<file path="src/hw/rtl/upqv_pkg.sv">
// ----------------------------------------------------------------------------
// upqv_pkg
// Types, character codes and byte classes for the request target validator.
// ----------------------------------------------------------------------------
`default_nettype none

package upqv_pkg;

  // verdict codes
  localparam logic [1:0] VERDICT_PENDING = 2'd0;
  localparam logic [1:0] VERDICT_ACCEPT  = 2'd1;
  localparam logic [1:0] VERDICT_REJECT  = 2'd2;

  // character codes
  localparam logic [7:0] CH_SLASH    = 8'h2F;
  localparam logic [7:0] CH_PERCENT  = 8'h25;
  localparam logic [7:0] CH_QUESTION = 8'h3F;
  localparam logic [7:0] CH_EQUAL    = 8'h3D;
  localparam logic [7:0] CH_AMP      = 8'h26;
  localparam logic [7:0] CH_DOLLAR   = 8'h24;
  localparam logic [7:0] CH_DOT      = 8'h2E;
  localparam logic [7:0] CH_TILDE    = 8'h7E;
  localparam logic [7:0] CH_AT       = 8'h40;
  localparam logic [7:0] CH_COLON    = 8'h3A;
  localparam logic [7:0] CH_SEMI     = 8'h3B;
  localparam logic [7:0] CH_UNDER    = 8'h5F;
  localparam logic [7:0] CH_BANG     = 8'h21;
  localparam logic [7:0] CH_DIG_0    = 8'h30;
  localparam logic [7:0] CH_DIG_9    = 8'h39;
  localparam logic [7:0] CH_UP_A     = 8'h41;
  localparam logic [7:0] CH_UP_F     = 8'h46;
  localparam logic [7:0] CH_UP_Z     = 8'h5A;
  localparam logic [7:0] CH_LO_A     = 8'h61;
  localparam logic [7:0] CH_LO_F     = 8'h66;
  localparam logic [7:0] CH_LO_Z     = 8'h7A;

  localparam logic [1:0] HEX_DIGITS = 2'd2;

  typedef enum logic [2:0] {
    PH_SLASH = 3'b001,
    PH_PATH  = 3'b010,
    PH_QUERY = 3'b100
  } phase_t;

  typedef struct packed {
    phase_t     phase;
    logic       seg_nonempty;
    logic       part_nonempty;
    logic       in_value;
    logic [1:0] hex_pending;
    logic       failed;
  } upqv_state_t;

  typedef struct packed {
    logic [1:0] verdict;
    logic       done_res;
  } upqv_result_t;

  localparam upqv_state_t STATE_RESET = '{
    phase:         PH_SLASH,
    seg_nonempty:  1'b0,
    part_nonempty: 1'b0,
    in_value:      1'b0,
    hex_pending:   2'd0,
    failed:        1'b0
  };

  function automatic logic is_hex(input logic [7:0] c);
    return (c >= CH_DIG_0 && c <= CH_DIG_9) || (c >= CH_LO_A && c <= CH_LO_F) ||
           (c >= CH_UP_A && c <= CH_UP_F);
  endfunction

  function automatic logic in_segment_set(input logic [7:0] c);
    return (c >= CH_LO_A && c <= CH_LO_Z) || (c >= CH_UP_A && c <= CH_UP_Z) ||
           (c >= CH_DIG_0 && c <= CH_DIG_9) || (c >= CH_DOLLAR && c <= CH_DOT) ||
           c == CH_BANG || c == CH_COLON || c == CH_SEMI || c == CH_EQUAL ||
           c == CH_UNDER || c == CH_TILDE || c == CH_AT;
  endfunction

endpackage

`default_nettype wire

</file>
<file path="src/hw/rtl/upqv_if.sv">
// ----------------------------------------------------------------------------
// upqv_if
// Valid/ready channels of the request target validator.
// ----------------------------------------------------------------------------
`default_nettype none

interface upqv_in_if;
  logic       valid;
  logic       ready;
  logic [7:0] char_code;
  logic       end_of_target;

  modport source (output valid, output char_code, output end_of_target, input ready);
  modport sink   (input valid, input char_code, input end_of_target, output ready);
endinterface

interface upqv_out_if;
  logic       valid;
  logic       ready;
  logic [1:0] verdict;
  logic       done_res;

  modport source (output valid, output verdict, output done_res, input ready);
  modport sink   (input valid, input verdict, input done_res, output ready);
endinterface

`default_nettype wire

</file>
<file path="src/hw/rtl/upqv_step.sv">
// ----------------------------------------------------------------------------
// upqv_step
// Per-byte next state and verdict of the request target validator.
// ----------------------------------------------------------------------------
`default_nettype none

module upqv_step (
  input  upqv_pkg::upqv_state_t  state_cur,
  input  logic [7:0]             char_code,
  input  logic                   end_of_target,
  output upqv_pkg::upqv_state_t  state_nxt,
  output upqv_pkg::upqv_result_t result
);
  import upqv_pkg::*;

  upqv_state_t tk;
  logic        ok;

  // rules for one byte
  always_comb begin
    tk = state_cur;
    if (!state_cur.failed) begin
      if (state_cur.hex_pending != 2'd0) begin
        if (!is_hex(char_code)) begin
          tk.failed = 1'b1;
        end else begin
          tk.hex_pending = state_cur.hex_pending - 2'd1;
          if (state_cur.phase == PH_PATH) begin
            tk.seg_nonempty = 1'b1;
          end else begin
            tk.part_nonempty = 1'b1;
          end
        end
      end else begin
        case (state_cur.phase)
          PH_SLASH: begin
            if (char_code != CH_SLASH) begin
              tk.failed = 1'b1;
            end else begin
              tk.phase        = PH_PATH;
              tk.seg_nonempty = 1'b0;
            end
          end
          PH_PATH: begin
            if (char_code == CH_SLASH) begin
              if (!state_cur.seg_nonempty) tk.failed = 1'b1;
              tk.seg_nonempty = 1'b0;
            end else if (char_code == CH_PERCENT) begin
              tk.hex_pending = HEX_DIGITS;
            end else if (char_code == CH_QUESTION) begin
              tk.phase         = PH_QUERY;
              tk.part_nonempty = 1'b0;
              tk.in_value      = 1'b0;
            end else if (in_segment_set(char_code)) begin
              tk.seg_nonempty = 1'b1;
            end else begin
              tk.failed = 1'b1;
            end
          end
          PH_QUERY: begin
            if (char_code == CH_EQUAL) begin
              if (!state_cur.part_nonempty || state_cur.in_value) tk.failed = 1'b1;
              tk.part_nonempty = 1'b0;
              tk.in_value      = 1'b1;
            end else if (char_code == CH_AMP) begin
              if (!state_cur.part_nonempty || !state_cur.in_value) tk.failed = 1'b1;
              tk.part_nonempty = 1'b0;
              tk.in_value      = 1'b0;
            end else if (char_code == CH_PERCENT) begin
              tk.hex_pending = HEX_DIGITS;
            end else if (in_segment_set(char_code)) begin
              tk.part_nonempty = 1'b1;
            end else begin
              tk.failed = 1'b1;
            end
          end
          default: begin
            tk.failed = 1'b1;
          end
        endcase
      end
    end
  end

  // final verdict
  always_comb begin
    ok = !tk.failed && (tk.hex_pending == 2'd0);
    if (tk.phase == PH_QUERY) begin
      ok = ok && tk.in_value;
    end else if (tk.phase != PH_PATH) begin
      ok = 1'b0;
    end
  end

  always_comb begin
    if (end_of_target) begin
      state_nxt       = STATE_RESET;
      result.verdict  = ok ? VERDICT_ACCEPT : VERDICT_REJECT;
      result.done_res = 1'b1;
    end else begin
      state_nxt       = tk;
      result.verdict  = tk.failed ? VERDICT_REJECT : VERDICT_PENDING;
      result.done_res = 1'b0;
    end
  end

endmodule

`default_nettype wire

</file>
<file path="src/hw/rtl/uri_path_query_validator.sv">
// ----------------------------------------------------------------------------
// uri_path_query_validator
// Byte-wise validator of an origin-form request target (path and query).
//
//   channel  dir  payload                      transfer
//   in_ch    in   char_code, end_of_target     valid && ready
//   out_ch   out  verdict, done_res            valid && ready
//
// one result per byte, registered through the input stage and then the output stage
// one byte per cycle sustained while out_ch is not stalled; the per-byte state update is combinational
// rst_n synchronous, clears the validator state and both stage valids
// a stalled output holds its result; the input stage still takes one byte
// ----------------------------------------------------------------------------
`default_nettype none

module uri_path_query_validator (
  input  logic              clk,
  input  logic              rst_n,
  upqv_in_if.sink           in_ch,
  upqv_out_if.source        out_ch
);
  import upqv_pkg::*;

  logic         in_v_r;
  logic [7:0]   char_r;
  logic         last_r;
  upqv_state_t  state_r;
  upqv_state_t  state_nxt;
  upqv_result_t res_nxt;
  upqv_result_t res_r;
  logic         out_v_r;
  logic         adv;

  assign adv         = in_v_r && (!out_v_r || out_ch.ready);
  assign in_ch.ready = !in_v_r || adv;

  upqv_step u_step (
    .state_cur     (state_r),
    .char_code     (char_r),
    .end_of_target (last_r),
    .state_nxt     (state_nxt),
    .result        (res_nxt)
  );

  always_ff @(posedge clk) begin
    if (!rst_n) begin
      in_v_r  <= 1'b0;
      out_v_r <= 1'b0;
      state_r <= STATE_RESET;
    end else begin
      if (in_ch.ready) in_v_r <= in_ch.valid;
      if (adv) begin
        state_r <= state_nxt;
        out_v_r <= 1'b1;
      end else if (out_ch.ready) begin
        out_v_r <= 1'b0;
      end
    end
  end

  always_ff @(posedge clk) begin
    if (in_ch.valid && in_ch.ready) begin
      char_r <= in_ch.char_code;
      last_r <= in_ch.end_of_target;
    end
    if (adv) res_r <= res_nxt;
  end

  assign out_ch.valid    = out_v_r;
  assign out_ch.verdict  = res_r.verdict;
  assign out_ch.done_res = res_r.done_res;

`ifndef NO_ASSERTIONS
  a_hex_range: assert property (@(posedge clk) disable iff (!rst_n)
    state_r.hex_pending != 2'd3)
    else $error("hex digit count out of range");

  a_fail_sticky: assert property (@(posedge clk) disable iff (!rst_n)
    adv && state_r.failed && !last_r |=> state_r.failed)
    else $error("failure flag cleared inside a target");

  a_last_resets: assert property (@(posedge clk) disable iff (!rst_n)
    adv && last_r |=> state_r == STATE_RESET)
    else $error("state not cleared after final byte");

  a_done_verdict: assert property (@(posedge clk) disable iff (!rst_n)
    out_v_r && res_r.done_res |-> res_r.verdict != VERDICT_PENDING)
    else $error("final result without verdict");

  a_fail_reported: assert property (@(posedge clk) disable iff (!rst_n)
    adv && state_r.failed |=> res_r.verdict == VERDICT_REJECT)
    else $error("failed target not reported as rejected");
`endif

endmodule

`default_nettype wire

</file>
<file path="src/flat_wrapper.sv">
// flat-port wrapper written by rule: the top's interface ports become plain ports
module uri_path_query_validator_flat import upqv_pkg::*;
  (clk, rst_n, in_ch_valid, in_ch_char_code, in_ch_end_of_target, in_ch_ready, out_ch_valid, out_ch_verdict, out_ch_done_res, out_ch_ready);
  upqv_in_if in_ch_i ();
  upqv_out_if out_ch_i ();
  input  logic clk;
  input  logic rst_n;
  input wire logic [$bits(in_ch_i.valid)-1:0] in_ch_valid;
  input wire logic [$bits(in_ch_i.char_code)-1:0] in_ch_char_code;
  input wire logic [$bits(in_ch_i.end_of_target)-1:0] in_ch_end_of_target;
  output wire logic [$bits(in_ch_i.ready)-1:0] in_ch_ready;
  output wire logic [$bits(out_ch_i.valid)-1:0] out_ch_valid;
  output wire logic [$bits(out_ch_i.verdict)-1:0] out_ch_verdict;
  output wire logic [$bits(out_ch_i.done_res)-1:0] out_ch_done_res;
  input wire logic [$bits(out_ch_i.ready)-1:0] out_ch_ready;
  assign in_ch_i.valid = in_ch_valid;
  assign in_ch_i.char_code = in_ch_char_code;
  assign in_ch_i.end_of_target = in_ch_end_of_target;
  assign in_ch_ready = in_ch_i.ready;
  assign out_ch_valid = out_ch_i.valid;
  assign out_ch_verdict = out_ch_i.verdict;
  assign out_ch_done_res = out_ch_i.done_res;
  assign out_ch_i.ready = out_ch_ready;
  uri_path_query_validator u_core (.clk(clk), .rst_n(rst_n), .in_ch(in_ch_i), .out_ch(out_ch_i));
endmodule
</file>
<file path="config.mk">
export PLATFORM = sky130hd
export DESIGN_NAME = uri_path_query_validator_flat
export DESIGN_NICKNAME = d
export VERILOG_FILES = /design/src/hw/rtl/upqv_pkg.sv /design/src/hw/rtl/upqv_if.sv /design/src/hw/rtl/upqv_step.sv /design/src/hw/rtl/uri_path_query_validator.sv /design/src/flat_wrapper.sv
export SDC_FILE = /design/constraint.sdc
export NUM_CORES = 1
export LEC_CHECK = 0
export ABC_AREA = 1
export BUFFER_PORTS_ARGS = -buffer_cell sky130_fd_sc_hd__clkbuf_2
export CAP_MARGIN = 20
export CORE_MARGIN = 10
export CORE_UTILIZATION = 41
export DETAILED_ROUTE_END_ITERATION = 12
export PLACE_DENSITY_LB_ADDON = 0.1
export SETUP_SLACK_MARGIN = 0.3
export SYNTH_ARGS = -nofsm -noshare
export SYNTH_HDL_FRONTEND = slang
export SYNTH_HIERARCHICAL = 1
export SYNTH_SLANG_ARGS = --single-unit
</file>
<file path="constraint.sdc">
create_clock -name clk -period 1.84 [get_ports clk]
set_clock_uncertainty 0.1 [all_clocks]
set_input_delay 0.276 -clock clk [delete_from_list [all_inputs] [get_ports clk]]
set_output_delay 0.276 -clock clk [all_outputs]
set_load 0.005 [all_outputs]
</file>
==> flow_summary.json <==
{
  "status": "complete, but fails checks",
  "port_buffers": 17,
  "synth_fa_ha_area_share_pct": 0.693,
  "synth_cell_types": 28,
  "path_common_cell": "nand2_4",
  "max_freq_mhz": 492,
  "diodes": 0,
  "path_cells": "nand2_4, nor2_4, nand2_4, nand2_4, inv_2, a211oi_2, nand3_2, buf_4, buf_6, a21oi_2",
  "cpPeakStageDelay_ns": 0.55,
  "yosys.area.top_type_share_pct": 19.9,
  "cts_tree": "built",
  "grt_usage_pct": 12.6,
  "setup_tns_ns": -0.946,
  "ctsHtreeMaxLevel": 1,
  "routed.top_layer": "met4",
  "ys_seq_area_share_pct": 32.1,
  "reg2reg_to": "u_core/out_ch.verdict[0]$_DFFE_PP_",
  "overflow": 0,
  "pwr-share-seq_pct": 44.0,
  "cts_max_path_buffers": 2,
  "slew_headroom_pct": 77.3,
  "gp_congestion": 0.847,
  "synth_seq_cells": 23,
  "synth_compound_area_share_pct": 10.3,
  "drv_cap": 0,
  "required_ns": 1.86,
  "synth_area_leaders": "edfxtp_1 (20%), nand2_1 (15%), dfxtp_1 (12%)",
  "path_max_fanout": 8,
  "synth_top_family_by_area": "simple AND/OR/NAND/NOR gates",
  "start_kind": "register",
  "dieWidth_um": 86.4,
  "r2r_slack_ns": -0.19,
  "drt_pass1_iterations": 4,
  "syn2layout_area_growth_pct": 34.3,
  "antenna_found_initial": 0,
  "powerDensity_mw_per_mm2": 566,
  "met2_length_um": 2090,
  "p_leak_nw": 1.20,
  "critPathBufInv": 3,
  "nNetsFinal": 349,
  "grt_pass1_vias": 1749,
  "crit_cells": 10,
  "fin_crit_sh_pct": 110,
  "sw_frac_of_total_pct": 32.2,
  "cp_data_arrival_time_ns": 2.06,
  "mostFrequentLayoutCells": "nand2_1 (61), inv_1 (43), buf_4 (31)",
  "vias_per_cell": 4.73,
  "vdd_drop_max_uv": 420,
  "drtIter0Drc": 77,
  "ys_dominant_reg_cell": "edfxtp_1",
  "setup_viol_count_final": 9,
  "dieArea_mm2": 0.00746,
  "violations": "negative setup slack",
  "synth-simple-area-share_pct": 42.7,
  "clock_latency_ns": 0.26,
  "critPathKind": "register to register",
  "dieHeight_um": 86.4,
  "drt_wl_total_um": 4800,
  "grt_first_pass_wirelength_um": 8040,
  "ios": 18,
  "final_cells": 386,
  "setup_slack_ns": -0.191,
  "cp-end-kind": "register",
  "critPathLaunch": "u_core/char_r[3]$_DFFE_PP_",
  "power.switching_mw": 0.442,
  "p_clk_share_pct": 21.9,
  "wirelength_met1_um": 2460,
  "comb_power_share_pct": 34.1,
  "coreArea_mm2": 0.00432,
  "maxSlewViolCount": 0,
  "syn_area_mm2": 0.00181,
  "start_util_pct": 41.8,
  "fin_crit_ns": 2.03,
  "r2r-start": "u_core/char_r[3]$_DFFE_PP_",
  "final_common_cell": "nand2_1",
  "wire_per_inst_um": 12.4,
  "drc_errors": 0,
  "power.internal_mw": 0.933,
  "cts_root_buf": "clkbuf_8",
  "syn_inst": 282,
  "finalHoldViolations": 0,
  "min_path_type": "primary input to register",
  "drive_gt1_share_pct": 36.8,
  "synth_top_cell_by_area": "edfxtp_1",
  "path_delay_family": "simple AND/OR/NAND/NOR gates",
  "synth_mux_area_share_pct": 0,
  "fillers": 417,
  "wl_met3_um": 218,
  "rsz0062_at_grt": "true",
  "ctsHoldBuffers": 0,
  "synth_nets": 296,
  "async_flop_share_pct": 0,
  "min_from": "in_ch_char_code[4]",
  "dpl.cell_count": 371,
  "tightest_slew_ns": 0.340,
  "rows": 24,
  "grt_max_degree": 20,
  "ff2ff_path_depth": 10,
  "crit_slowest_cell": "edfxtp_1",
  "ys_warn_count": 6,
  "crit_path_end": "u_core/out_ch.verdict[0]$_DFFE_PP_",
  "cts_sinks": 23,
  "vias": 1824,
  "syn-mean-instance-area_um2": 6.41,
  "synth_xor_area_share_pct": 0,
  "drtAntennaViolNets": 0,
  "hpwl_um": 3630,
  "synth_edf_count": 12,
  "clk_pin_slew_worst_paths_ns": 0.08,
  "cts_made_buffers": 3
}
-- worst min-delay path by stage --
| stage | endpoint | depth (start not counted) | slack [ns] |
|---|---|---|---|
| after floorplan | u_core/char_r[0]$_DFFE_PP_ | 0 | 0.27 |
| after global placement | u_core/last_r$_DFFE_PP_ | 1 | 0.35 |
| after detailed placement | u_core/char_r[6]$_DFFE_PP_ | 1 | 0.35 |
| after CTS | u_core/char_r[6]$_DFFE_PP_ | 1 | 0.09 |
| after global routing | u_core/char_r[0]$_DFFE_PP_ | 1 | 0.08 |
| final | u_core/char_r[4]$_DFFE_PP_ | 1 | 0.09 |
-- sequential cells by signal, summed over array words and instances (netlist names) --
register and count:
u_core/state_r 9, u_core/out_ch.done_res 1, u_core/in_v_r 1, u_core/out_ch.verdict 2, u_core/out_ch.valid 1, u_core/char_r 8
u_core/last_r 1
-- timing repair --
action / CTS / global route
resized for setup: 19 / 27
buffers inserted: 3 / 8
pin swaps: 7 / 18
endpoints found under the setup margin: 11 / 11
-- area by class of cell --
class	instances	area (um^2)	share of cell area (%)
Multi-Input combinational cell	200	1140	47.2
Sequential cell	23	581	23.9
Clock buffer	4	45.0	1.86
Timing Repair Buffer	55	397	16.3
Tap cell	52	65.1	2.68
Inverter	52	195	8.04
-- logic make-up (layout without fill, tap and decap cells) --
| family | after synthesis | count (layout) |
|---|---|---|
| buf+inv | 59 | 111 |
| flops | 23 | 23 |
| compound gates | 32 | 32 |
| simple gates | 167 | 167 |
| fa+ha+maj | 1 | 1 |
-- power groups by stage --
stage	Combinational, mW	Sequential (mW)	Clock (mW)
global placement	0.378	0.615	0
finish	0.469	0.605	0.302
floorplan	0.256	0.607	0
global route	0.521	0.610	0.334
CTS	0.409	0.603	0.313
detailed placement	0.375	0.615	0
-- stage by stage --
| step | hold WS (ns) | utilization [%] | power, mW | setup WS, ns | cell area [um^2] |
|---|---|---|---|---|---|
| after detailed placement | 0.355 | 49.4 | 0.990 | -0.155 | 2140 |
| after global routing | 0.0784 | 56.1 | 1.46 | -0.356 | 2430 |
| final | 0.0910 | 56.1 | 1.38 | -0.191 | 2430 |
| after global placement | 0.353 | 49.4 | 0.993 | -0.153 | 2140 |
| after CTS | 0.0863 | 52.6 | 1.33 | -0.114 | 2270 |
| after floorplan | 0.275 | - | 0.863 | 0.128 | 1840 |
-- synth_stat cells (all sizes together) (3+ instances only) --
cell     n
edfxtp  12
o21ai   10
buf      7
dfxtp   11
nand4    6
a21oi   14
inv     52
a31oi    3
nor2    40
nand2   83
nand3   37
-- metal layers --
| metal | track usage, % | vias to the layer above |
|---|---|---|
| li1 | - | 998 |
| met1 | 17.9 | 791 |
| met2 | 19.5 | 33 |
| met3 | 1.69 | 2 |
| met4 | 3.09 | 0 |
| met5 | 0 | - |
-- worst reg2reg max path: stages (launching register included) --
cell and delay [ns]:
edfxtp_1 0.55, nand2_4 0.14, nor2_4 0.22, nand2_4 0.10, nand2_4 0.09, inv_2 0.04
a211oi_2 0.18, nand3_2 0.14, buf_4 0.15, buf_6 0.10, a21oi_2 0.09
Note: power is estimated with default switching activity, not from simulation.
